File: config.mk
export PLATFORM = sky130hd
export DESIGN_NAME = arh_front
export DESIGN_NICKNAME = d
export VERILOG_FILES = /design/src/hw/rtl/arh_pkg.sv /design/src/hw/rtl/arh_front.sv
export SDC_FILE = /design/constraint.sdc
export NUM_CORES = 1
export LEC_CHECK = 0
export BUFFER_PORTS_ARGS = -buffer_cell sky130_fd_sc_hd__buf_2
export CAP_MARGIN = 40
export CORE_MARGIN = 3
export CORE_UTILIZATION = 46
export DETAILED_ROUTE_END_ITERATION = 8
export GPL_TIMING_DRIVEN = 0
export PLACE_DENSITY_LB_ADDON = 0.08
export SLEW_MARGIN = 20
export SYNTH_ARGS = -nofsm -noshare
export SYNTH_HDL_FRONTEND = slang
export SYNTH_SLANG_ARGS = --single-unit
export TNS_END_PERCENT = 1
File: constraint.sdc
create_clock -name vclk -period 6.6
set_input_delay 1.65 -clock vclk [all_inputs]
set_output_delay 1.65 -clock vclk [all_outputs]
set_load 0.02 [all_outputs]
File: src/hw/rtl/arh_pkg.sv
// ----------------------------------------------------------------------------
// Allele ratio histogram package
// Shared constants, types and helper functions for the histogram block.
// ----------------------------------------------------------------------------
`default_nettype none

package arh_pkg;

    // Sizing of the block.
    localparam int LANES       = 9;
    localparam int MAX_BINS    = 128;
    localparam int COUNT_WIDTH = 16;

    localparam int PCT_FULL    = 100;

    localparam int LANE_W      = (LANES > 1) ? $clog2(LANES) : 1;
    localparam int BIN_W       = $clog2(MAX_BINS);
    localparam int MEM_DEPTH   = LANES * MAX_BINS;
    localparam int ADDR_W      = $clog2(MEM_DEPTH);

    // Bins per range never exceeds 100, so the quotient fits in seven bits.
    localparam int BPR_W       = 7;
    localparam int SUM_W       = COUNT_WIDTH + 1;
    localparam int DIV_W       = COUNT_WIDTH + BPR_W;
    localparam int STEP_W      = $clog2(BPR_W);

    // Width used for comparing bin numbers, read bins and bin counts in use.
    localparam int CMP_W       = 9;

    localparam int QUEUE_DEPTH = 2;
    localparam int QPTR_W      = (QUEUE_DEPTH > 1) ? $clog2(QUEUE_DEPTH) : 1;
    localparam int QCNT_W      = $clog2(QUEUE_DEPTH + 1);

    localparam int CFG_ADDR_W  = 3;

    localparam logic [31:0] CNT_SAT = 32'hFFFF_FFFF;

    typedef enum logic [0:0] {
        CMD_ACCUM = 1'b0,
        CMD_READ  = 1'b1
    } cmd_t;

    typedef enum logic [0:0] {
        REG_MIN_READ = 1'b0,
        REG_BIN_SIZE = 1'b1
    } reg_idx_t;

    typedef enum logic [2:0] {
        ST_CLEAR,
        ST_IDLE,
        ST_DIV,
        ST_READ,
        ST_UPDATE,
        ST_EMIT
    } bk_state_t;

    // One classified item as it travels from the front end to the back end.
    typedef struct packed {
        logic                   is_read;
        logic                   lane_ok;
        logic                   counted;
        logic                   rbin_ok;
        logic [LANE_W-1:0]      lane;
        logic [COUNT_WIDTH-1:0] ref_cnt;
        logic [SUM_W-1:0]       sum;
        logic [BPR_W-1:0]       bpr;
        logic [6:0]             rbin;
    } op_t;

    typedef struct packed {
        logic        accepted;
        logic [6:0]  bin_out;
        logic [31:0] bin_value;
        logic [31:0] lane_total;
        logic        index_error;
    } res_t;

    typedef struct packed {
        logic              full;
        logic              empty;
        logic [QCNT_W-1:0] count;
    } q_status_t;

    // Bins per range (100 div bin_size) for every 7-bit bin size; zero acts as one.
    typedef logic [BPR_W-1:0] bpr_table_t [0:127];

    // The table is worked out by repeated subtraction when the design is built.
    function automatic bpr_table_t build_bpr_table();
        bpr_table_t tbl;
        int         quo;
        int         left;
        int         step;
        for (int i = 0; i < 128; i++)
        begin
            step = (i == 0) ? 1 : i;
            quo  = 0;
            left = PCT_FULL;
            while (left >= step)
            begin
                left = left - step;
                quo  = quo + 1;
            end
            tbl[i] = BPR_W'(quo);
        end
        return tbl;
    endfunction

    localparam bpr_table_t BPR_TABLE = build_bpr_table();

    function automatic logic [31:0] sat_inc(input logic [31:0] v);
        return (v == CNT_SAT) ? v : v + 32'd1;
    endfunction

endpackage

`default_nettype wire

File: src/hw/rtl/arh_front.sv
// ----------------------------------------------------------------------------
// Histogram front end
// Accepts item beats and classifies them for the back end.
// ----------------------------------------------------------------------------
`default_nettype none

module arh_front (
    input  wire logic                 item_valid,
    output logic                      item_stall,
    input  wire logic                 command,
    input  wire logic [3:0]           lane,
    input  wire logic [15:0]          ref_count,
    input  wire logic [15:0]          alt_count,
    input  wire logic [6:0]           read_bin,
    input  wire logic [15:0]          min_read_count,
    input  wire logic [6:0]           bin_size,
    input  wire logic                 clearing,
    input  wire arh_pkg::q_status_t   qstat,
    output logic                      push,
    output arh_pkg::op_t              op
);
    import arh_pkg::*;

    localparam int THR_W = (SUM_W > 16) ? SUM_W : 16;

    cmd_t                   cmd;
    logic                   lane_ok;
    logic [COUNT_WIDTH-1:0] ref_w;
    logic [COUNT_WIDTH-1:0] alt_w;
    logic [SUM_W-1:0]       sum;
    logic                   over_thr;
    logic [BPR_W-1:0]       bpr;
    logic [CMP_W-1:0]       bpr_p1;
    logic [CMP_W-1:0]       bins_in_use;

    always_comb
    begin
        cmd      = cmd_t'(command);
        lane_ok  = {1'b0, lane} < 5'(LANES);
        ref_w    = COUNT_WIDTH'(ref_count);
        alt_w    = COUNT_WIDTH'(alt_count);
        sum      = SUM_W'(ref_w) + SUM_W'(alt_w);
        over_thr = (sum != '0) && (THR_W'(sum) >= THR_W'(min_read_count));

        bpr         = BPR_TABLE[bin_size];
        bpr_p1      = CMP_W'(bpr) + CMP_W'(1);
        bins_in_use = (bpr_p1 > CMP_W'(MAX_BINS)) ? CMP_W'(MAX_BINS) : bpr_p1;

        op.is_read = (cmd == CMD_READ);
        op.lane_ok = lane_ok;
        op.counted = (cmd == CMD_ACCUM) && lane_ok && over_thr;
        op.rbin_ok = CMP_W'(read_bin) < bins_in_use;
        op.lane    = LANE_W'(lane);
        op.ref_cnt = ref_w;
        op.sum     = sum;
        op.bpr     = bpr;
        op.rbin    = read_bin;
    end

    assign item_stall = clearing | qstat.full;
    assign push       = item_valid & ~item_stall;

endmodule

`default_nettype wire

==> impl_metrics.tcl <==
set metrics [dict create \
    setup_tns_ns 0 \
    fmax_mhz 156.9 \
    grt_pass1_wl_mm 9.163 \
    clock_buffers 0 \
    grt_overflow 0 \
    viasPerCell 5.352 \
    synthMuxAreaShare_pct 3.147 \
    rows 23 \
    synth_area_leaders "ha_1 26%, buf_4 11%, inv_1 6.8%" \
    synth-adder-area-share_pct 27.08 \
    synth_top_cell_by_area "ha_1" \
    crit_path_max_fanout 6 \
    synthCells 297 \
    yosys_warnings 0 \
    wire_per_inst_um 12.21 \
    avgSynthCellArea_um2 7.094 \
    vias 2537 \
    die_area_mm2 0.005429 \
    synth.top_cell.area_share_pct 26.13 \
    first_global_vias 2175 \
    antenna_found_initial 0 \
    synth-xor-area-share_pct 4.572 \
    synth_top_family_by_area "compound AO/OA/AOI/OAI gates" \
    diodes 0 \
    synthSimpleGateAreaFrac_pct 19.00 \
    syn_area_mm2 0.002107 \
    rsz0062_at_grt "no" \
    worstPathRequired_ns 4.95 \
    p_per_area_mw_per_mm2 108.7 \
    drt_first_pass_iters 4 \
    drive_above_1_share_pct 41.04 \
    start_util_pct 50.15 \
    fp.coreArea_mm2 0.004202 \
    port_buffers 124 \
    antenna_left 0 \
    path_class "primary input to output port" \
    slew_headroom_pct 50.15 \
    setup_viol 0 \
    place_congestion 0.8622 \
    worst_pin_slew_ns 0.7410 \
    area_growth_syn_to_layout_pct 35.15 \
    seqCellArea_um2 0 \
    cts-hold-fix-buffers 0 \
    drc 0 \
    crit_path_end_kind "output port" \
    dp_hpwl_mm 5.139 \
    final.setup.worst_slack_ns 0.2267 \
    synth_cell_type_count 58 \
    nets 544 \
    hold_ws_ns 3.613 \
    p_leak_nw 1.581 \
    synth_nets 415 \
    worstSetupStartpointType "primary input" \
    pre_cts_ws_ns 0.1404 \
    grt_use_total_pct 19.80 \
    ys_seq_area_share_pct 0 \
    maxSlewViolCount 0 \
    fp.dieH_um 73.68 \
    fin_crit_sh_pct 96.57 \
    fp.dieW_um 73.68 \
    hold_path_class "primary input to output port" \
    drv_cap 0 \
    drt_wl_total_mm 5.788 \
    hold_viol 0 \
    num_io_pins 130 \
    ir_worst_vdd_uv 68.63 \
    grt_max_degree 11 \
    layout_min_cycle_time_ns 6.373 \
    fillCellCount 390 \
    first_iter_violations 151 \
    synth-compound-area-share_pct 27.38 \
    design.seq.count 0 \
    outcome "complete, no violations" \
    worstPathArrival_ns 4.72 \
]
-- power by group --
| part | switching [mW] | total [mW] | leakage (nW) | internal (mW) |
|---|---|---|---|---|
| registers | 0 | 0 | 0 | 0 |
| clock network | 0 | 0 | 0 | 0 |
| logic | 0.179 | 0.310 | 1.58 | 0.131 |
| total | 0.179 | 0.310 | 1.58 | 0.131 |
-- cells by family after synthesis --
kind of cell    Yosys count
compound gates           87
simple gates             76
buf+inv                  74
fa+ha+maj                45
xor+xnor                 11
mux                       4
-- worst max-delay path: stages --
cell	delay, ns
buf_2	0.10
ha_1	0.22
inv_1	0.08
fa_2	0.23
nor2b_4	0.06
o31ai_4	0.33
a21oi_2	0.11
a311oi_1	0.31
o21bai_1	0.11
xnor2_1	0.22
inv_1	0.11
ha_1	0.30
nand4_1	0.07
o21ai_0	0.18
nand4_1	0.12
a31o_1	0.19
a31oi_1	0.12
buf_2	0.19
-- placed cells by master, fill, tap and decap left out, types with 3 or more instances in the layout --
cell        n
nor2_1     20
o21ai_1     3
nor3_1      9
nand2b_1    6
nand4_1     5
o21a_1      3
a211oi_1    6
o21ai_0    15
ha_1       44
buf_4      34
o211ai_1    3
clkbuf_1    3
xor2_1      4
xnor2_1     7
buf_2     124
nand2_1    11
inv_1      38
a31oi_1     7
a21oi_1    19
a21o_1      7
nand3_1     9
-- cell type report --
cell class | instances | area [um^2] | share of cell area, %
multi-input combinational | 223 | 1745 | 61.29
timing repair buffer | 127 | 643.1 | 22.58
inverter | 40 | 152.6 | 5.360
buffer | 34 | 244.0 | 8.568
tap | 50 | 62.56 | 2.197
-- path summary, 6_finish.rpt --
path                          from      to  slack [ns]  cells past startpoint
worst max-delay path  ref_count[0]  op[52]        0.23                     18
worst min-delay path    item_valid    push        3.61                      4
-- layer usage --
metal	vias to the layer above	global-route usage [%]	part of all wire (%)
met4	0	0	0
met1	1124	28.27	46
met5	-	0	0
li1	1311	-	-
met3	0	0.5472	8.3
met2	102	34.94	45
-- timing repair --
| action | 4_1_cts | 5_1_grt |
|---|---|---|
| gates resized for setup | 0 | 7 |
| setup endpoints to repair | 0 | 1 |
| setup buffers | 0 | 3 |
-- stage by stage --
stage	std cells	area, um^2	utilization (%)	total power [mW]
3_3_place_gp	471	2790	66.41	0.2943
5_1_grt	474	2848	67.78	0.3448
3_5_place_dp	471	2790	66.41	0.2993
6_report	474	2848	67.78	0.3096
4_1_cts	471	2790	66.41	0.3009
2_1_floorplan	297	2107	-	0.2087
-- cells in the mapped netlist, types with 2 or more instances --
cell	number
nor4_1	2
a211o_1	2
buf_4	31
nor3_1	10
o21ai_0	15
nand4_1	5
a21oi_1	20
a31o_1	2
o211ai_1	3
nand3_1	9
xnor2_1	7
clkbuf_1	3
o2111ai_1	2
nor2b_1	2
a21o_1	7
nor2_1	20
o31ai_1	2
inv_1	38
o21ai_1	3
a211oi_1	6
o21a_1	3
mux4_2	2
ha_1	44
nand2b_1	6
nand2_1	11
a31oi_1	7
xor2_1	4
Power figures use the tool's default switching activity.
