$ cat config.mk
export PLATFORM = sky130hd
export DESIGN_NAME = arh_queue
export DESIGN_NICKNAME = d
export VERILOG_FILES = /design/src/hw/rtl/arh_pkg.sv /design/src/hw/rtl/arh_queue.sv
export SDC_FILE = /design/constraint.sdc
export NUM_CORES = 1
export LEC_CHECK = 0
export BUFFER_PORTS_ARGS = -buffer_cell sky130_fd_sc_hd__buf_2
export CORE_ASPECT_RATIO = 0.5
export CORE_MARGIN = 4
export CORE_UTILIZATION = 30
export CTS_CLUSTER_DIAMETER = 40
export DETAILED_ROUTE_END_ITERATION = 7
export GPL_TIMING_DRIVEN = 1
export PLACE_DENSITY = 0.61
export SLEW_MARGIN = 10
export SYNTH_ARGS = -nofsm -noshare
export SYNTH_HDL_FRONTEND = slang
export SYNTH_SLANG_ARGS = --single-unit
$ cat constraint.sdc
create_clock -name clk -period 9.25 [get_ports clk]
set_input_delay 2.775 -clock clk [delete_from_list [all_inputs] [get_ports clk]]
set_output_delay 2.775 -clock clk [all_outputs]
set_load 0.1 [all_outputs]
$ cat src/hw/rtl/arh_pkg.sv
// ----------------------------------------------------------------------------
// Allele ratio histogram package
// Shared constants, types and helper functions for the histogram block.
// ----------------------------------------------------------------------------
`default_nettype none

package arh_pkg;

    // Sizing of the block.
    localparam int LANES       = 9;
    localparam int MAX_BINS    = 128;
    localparam int COUNT_WIDTH = 16;

    localparam int PCT_FULL    = 100;

    localparam int LANE_W      = (LANES > 1) ? $clog2(LANES) : 1;
    localparam int BIN_W       = $clog2(MAX_BINS);
    localparam int MEM_DEPTH   = LANES * MAX_BINS;
    localparam int ADDR_W      = $clog2(MEM_DEPTH);

    // Bins per range never exceeds 100, so the quotient fits in seven bits.
    localparam int BPR_W       = 7;
    localparam int SUM_W       = COUNT_WIDTH + 1;
    localparam int DIV_W       = COUNT_WIDTH + BPR_W;
    localparam int STEP_W      = $clog2(BPR_W);

    // Width used for comparing bin numbers, read bins and bin counts in use.
    localparam int CMP_W       = 9;

    localparam int QUEUE_DEPTH = 2;
    localparam int QPTR_W      = (QUEUE_DEPTH > 1) ? $clog2(QUEUE_DEPTH) : 1;
    localparam int QCNT_W      = $clog2(QUEUE_DEPTH + 1);

    localparam int CFG_ADDR_W  = 3;

    localparam logic [31:0] CNT_SAT = 32'hFFFF_FFFF;

    typedef enum logic [0:0] {
        CMD_ACCUM = 1'b0,
        CMD_READ  = 1'b1
    } cmd_t;

    typedef enum logic [0:0] {
        REG_MIN_READ = 1'b0,
        REG_BIN_SIZE = 1'b1
    } reg_idx_t;

    typedef enum logic [2:0] {
        ST_CLEAR,
        ST_IDLE,
        ST_DIV,
        ST_READ,
        ST_UPDATE,
        ST_EMIT
    } bk_state_t;

    // One classified item as it travels from the front end to the back end.
    typedef struct packed {
        logic                   is_read;
        logic                   lane_ok;
        logic                   counted;
        logic                   rbin_ok;
        logic [LANE_W-1:0]      lane;
        logic [COUNT_WIDTH-1:0] ref_cnt;
        logic [SUM_W-1:0]       sum;
        logic [BPR_W-1:0]       bpr;
        logic [6:0]             rbin;
    } op_t;

    typedef struct packed {
        logic        accepted;
        logic [6:0]  bin_out;
        logic [31:0] bin_value;
        logic [31:0] lane_total;
        logic        index_error;
    } res_t;

    typedef struct packed {
        logic              full;
        logic              empty;
        logic [QCNT_W-1:0] count;
    } q_status_t;

    // Bins per range (100 div bin_size) for every 7-bit bin size; zero acts as one.
    typedef logic [BPR_W-1:0] bpr_table_t [0:127];

    // The table is worked out by repeated subtraction when the design is built.
    function automatic bpr_table_t build_bpr_table();
        bpr_table_t tbl;
        int         quo;
        int         left;
        int         step;
        for (int i = 0; i < 128; i++)
        begin
            step = (i == 0) ? 1 : i;
            quo  = 0;
            left = PCT_FULL;
            while (left >= step)
            begin
                left = left - step;
                quo  = quo + 1;
            end
            tbl[i] = BPR_W'(quo);
        end
        return tbl;
    endfunction

    localparam bpr_table_t BPR_TABLE = build_bpr_table();

    function automatic logic [31:0] sat_inc(input logic [31:0] v);
        return (v == CNT_SAT) ? v : v + 32'd1;
    endfunction

endpackage

`default_nettype wire

$ cat src/hw/rtl/arh_queue.sv
// ----------------------------------------------------------------------------
// Histogram operation queue
// Short register FIFO that decouples the front end from the back end.
// ----------------------------------------------------------------------------
`default_nettype none

module arh_queue (
    input  wire logic               clk,
    input  wire logic               rst_n,
    input  wire logic               push,
    input  wire arh_pkg::op_t       op_in,
    input  wire logic               pop,
    output arh_pkg::op_t            head,
    output arh_pkg::q_status_t      qstat
);
    import arh_pkg::*;

    op_t               mem_reg [QUEUE_DEPTH];
    logic [QPTR_W-1:0] wr_ptr_reg;
    logic [QPTR_W-1:0] wr_ptr_next;
    logic [QPTR_W-1:0] rd_ptr_reg;
    logic [QPTR_W-1:0] rd_ptr_next;
    logic [QCNT_W-1:0] count_reg;
    logic [QCNT_W-1:0] count_next;

    always_comb
    begin
        wr_ptr_next = wr_ptr_reg;
        rd_ptr_next = rd_ptr_reg;
        count_next  = count_reg;
        if (push)
        begin
            wr_ptr_next = (wr_ptr_reg == QPTR_W'(QUEUE_DEPTH - 1)) ? '0
                                                                  : wr_ptr_reg + QPTR_W'(1);
        end
        if (pop)
        begin
            rd_ptr_next = (rd_ptr_reg == QPTR_W'(QUEUE_DEPTH - 1)) ? '0
                                                                  : rd_ptr_reg + QPTR_W'(1);
        end
        if (push && !pop)
        begin
            count_next = count_reg + QCNT_W'(1);
        end
        else if (pop && !push)
        begin
            count_next = count_reg - QCNT_W'(1);
        end
    end

    always_ff @(posedge clk or negedge rst_n)
    begin
        if (!rst_n)
        begin
            wr_ptr_reg <= '0;
            rd_ptr_reg <= '0;
            count_reg  <= '0;
        end
        else
        begin
            wr_ptr_reg <= wr_ptr_next;
            rd_ptr_reg <= rd_ptr_next;
            count_reg  <= count_next;
        end
    end

    always_ff @(posedge clk)
    begin
        if (push)
        begin
            mem_reg[wr_ptr_reg] <= op_in;
        end
    end

    assign head        = mem_reg[rd_ptr_reg];
    assign qstat.full  = (count_reg == QCNT_W'(QUEUE_DEPTH));
    assign qstat.empty = (count_reg == '0);
    assign qstat.count = count_reg;

endmodule

`default_nettype wire

==> key figures <==
Floorplanning
  – FP Rows: 30
  – Initial Utilization: 0.313
  – Die Span Y: 92.9 um
  – Full die area: 16500 um2
  – Die width: 178 um
  – Core area: 13800 um2
  – Boundary Pins: 118

Place
  – HPWL Detailed: 5.47 mm
  – Port bufs: 117
  – Gpl congestion: 0.712

Timing
  – Final period util: 0.543
  – Unrepaired setup endpoints after global routing: false
  – Clock skew: 0.00855 ns
  – Actual transition at the worst max-transition pin: 1.02 ns
  – Setup_tns: 0 ns
  – Fmax: 199 MHz
  – Fin crit period: 5.02 ns
  – Final setup fails: 0
  – Final count of hold timing violations: 0
  – Slew margin rel.: 0.317
  – Final Max Tran Viols: 0

Drt
  – Routed wire length: 8.26 mm
  – Starting DRC count in detailed routing: 122
  – DRT antenna net count: 0
  – Remaining DRCs: 0
  – Via/cell ratio: 4.10
  – First-pass DRT Iterations: 4
  – Vias: 2145
  – DR WL/cell: 15.8 um

CTS
  – Post-CTS Setup Bufs: 0
  – Worst skew pair latency: 0.39 ns
  – CTS sink cnt: 114
  – Post-CTS Hold Fix Bufs: 0
  – H-tree lvl count: 4
  – CTS clk-pin slew, worst paths: 0.05 ns
  – CTS-repair resized insts: 0
  – Longest Clk Path Bufs: 2
  – CTS Root Buffer Type: clkbuf_16
  – CTS tree: done
  – TritonCTS buffer count: 17

Setup path
  – Buf+Inv Stages, Crit Path: 1
  – Crit path DAT: 2.25 ns
  – Type of the worst setup path: reg -> out
  – Worst-path fanout max: 56
  – Worst setup EP type: output port
  – Slowest-stage cell, CP: dfrtp_4
  – Ordered cell list for the critical path: mux2_4, buf_2
  – Family with the most delay on the worst path: flip-flops
  – Worst setup SP type: flop
  – Critical path's largest stage delay: 1.09 ns
  – CP required: 6.48 ns

Synth
  – Post-synthesis register bit count: 114
  – Syn_nets: 247
  – Top cells by count, synth: edfxtp_1, mux2_4, mux2_2, buf_6
  – Top area cells in the synthesized netlist: edfxtp_1, mux2_4, mux2_2
  – Netlist cell types: 13
  – Post-Syn Instances: 187
  – Post-synth EDFFs: 110
  – Synth warn: 0
  – Synth area leader: edfxtp_1
  – Sequential-to-total area share from yosys stat: 0.788
  – Top FF cell, synth: edfxtp_1
  – FFs w/ async S/R, synth: 0.0351
  – Synthesized area: 4320 um2
  – Mean Syn Cell Area: 23.1 um2
  – Area share of the largest cell type after synthesis: 0.765
  – Most common cell in the netlist: edfxtp_1

GRT
  – Via count of the first global-routing pass: 2310
  – Largest net degree at the start of global routing: 57
  – Overall routing resource usage: 0.102
  – Initial antenna violation count: 1
  – First-pass GRT wire length: 12.4 mm
  – Congestion Overflow GR: 0

Finish
  – Ant diodes: 0
  – Layout area overhead: 29.6%
  – Layout cells sized above 1: 0.598
  – Nets: 379
  – Max reg flops: 110

Min path
  – Hold Crit Class: reg -> reg

Outcome
  – Outcome: completed

Job
  – Max Cap Viol: 0
final timing paths:
check                                              start  depth (start not counted)                  endpoint  slack, ns
worst max-delay path              rd_ptr_reg$_DFFE_PN0P_                          2                   head[5]       4.23
worst min-delay path            count_reg[1]$_DFFE_PN0P_                          1  count_reg[1]$_DFFE_PN0P_       0.50
worst max register to register    wr_ptr_reg$_DFFE_PN0P_                          2  mem_reg[1][34]$_DFFE_PP_       7.32
worst min register to register  count_reg[1]$_DFFE_PN0P_                          1  count_reg[1]$_DFFE_PN0P_       0.50
max in group asynchronous                          rst_n                          1    rd_ptr_reg$_DFFE_PN0P_       6.92
min in group asynchronous                          rst_n                          1    rd_ptr_reg$_DFFE_PN0P_       2.19
cell families (layout without fill, tap and decap cells):
| family | Yosys count | count (layout) | share of synthesized area |
|---|---|---|---|
| simple gates | 5 | 5 | 0.00608 |
| xor+xnor | 5 | 5 | 0.0101 |
| fa+ha+maj | 1 | 1 | 0.00290 |
| buf+inv | 7 | 151 | 0.0151 |
| mux | 55 | 55 | 0.178 |
| flops | 114 | 114 | 0.788 |
metrics by stage:
step	setup WS (ns)	cell area, um2	hold slack, ns	utilization	instances
finish	4.23	5600	0.504	0.405	523
floorplan	3.57	4320	0.455	-	187
detailed placement	4.59	5110	0.497	0.370	492
global route	4.12	5600	0.535	0.405	523
CTS	4.17	5600	0.508	0.405	523
global placement	4.58	5110	0.503	0.370	492
cell usage in the layout (no fill, tap or decap):
| cell type | synthesis | routed |
|---|---|---|
| clkbuf_1 | 0 | 4 |
| dfrtp_1 | 4 | 3 |
| nor2b_1 | 2 | 1 |
| inv_1 | 1 | 1 |
| ha_1 | 1 | 1 |
| clkbuf_16 | 0 | 17 |
| buf_2 | 1 | 117 |
| clkinv_1 | 0 | 6 |
| clkinv_2 | 0 | 3 |
| edfxtp_1 | 110 | 110 |
| nor2b_4 | 0 | 1 |
| xnor2_1 | 1 | 1 |
| mux2_2 | 15 | 15 |
| mux2_4 | 40 | 40 |
| and2_2 | 0 | 1 |
| nor2_1 | 2 | 2 |
| xor2_1 | 4 | 4 |
| clkinvlp_4 | 0 | 1 |
| dfrtp_4 | 0 | 1 |
| buf_4 | 0 | 2 |
metal layers:
layer / GRT usage / wire (um) / up-vias
met5: 0 / 13 / -
met4: 0.0469 / 97 / 2
met3: 0.0314 / 338 / 8
met2: 0.187 / 4640 / 37
met1: 0.107 / 3170 / 1095
li1: - / - / 1003
final cells by class:
cell class / instances / area [um2]
fill: 1284 / 8220
multi-input combinational: 66 / 861
clock inverter: 10 / 45.0
tap: 192 / 240
clock buffer: 21 / 440
sequential: 114 / 3410
inverter: 1 / 3.75
timing repair buffer: 119 / 601
Power is not shown: default switching activity piles up to over one toggle a cycle in this logic, so the estimate is an artifact.
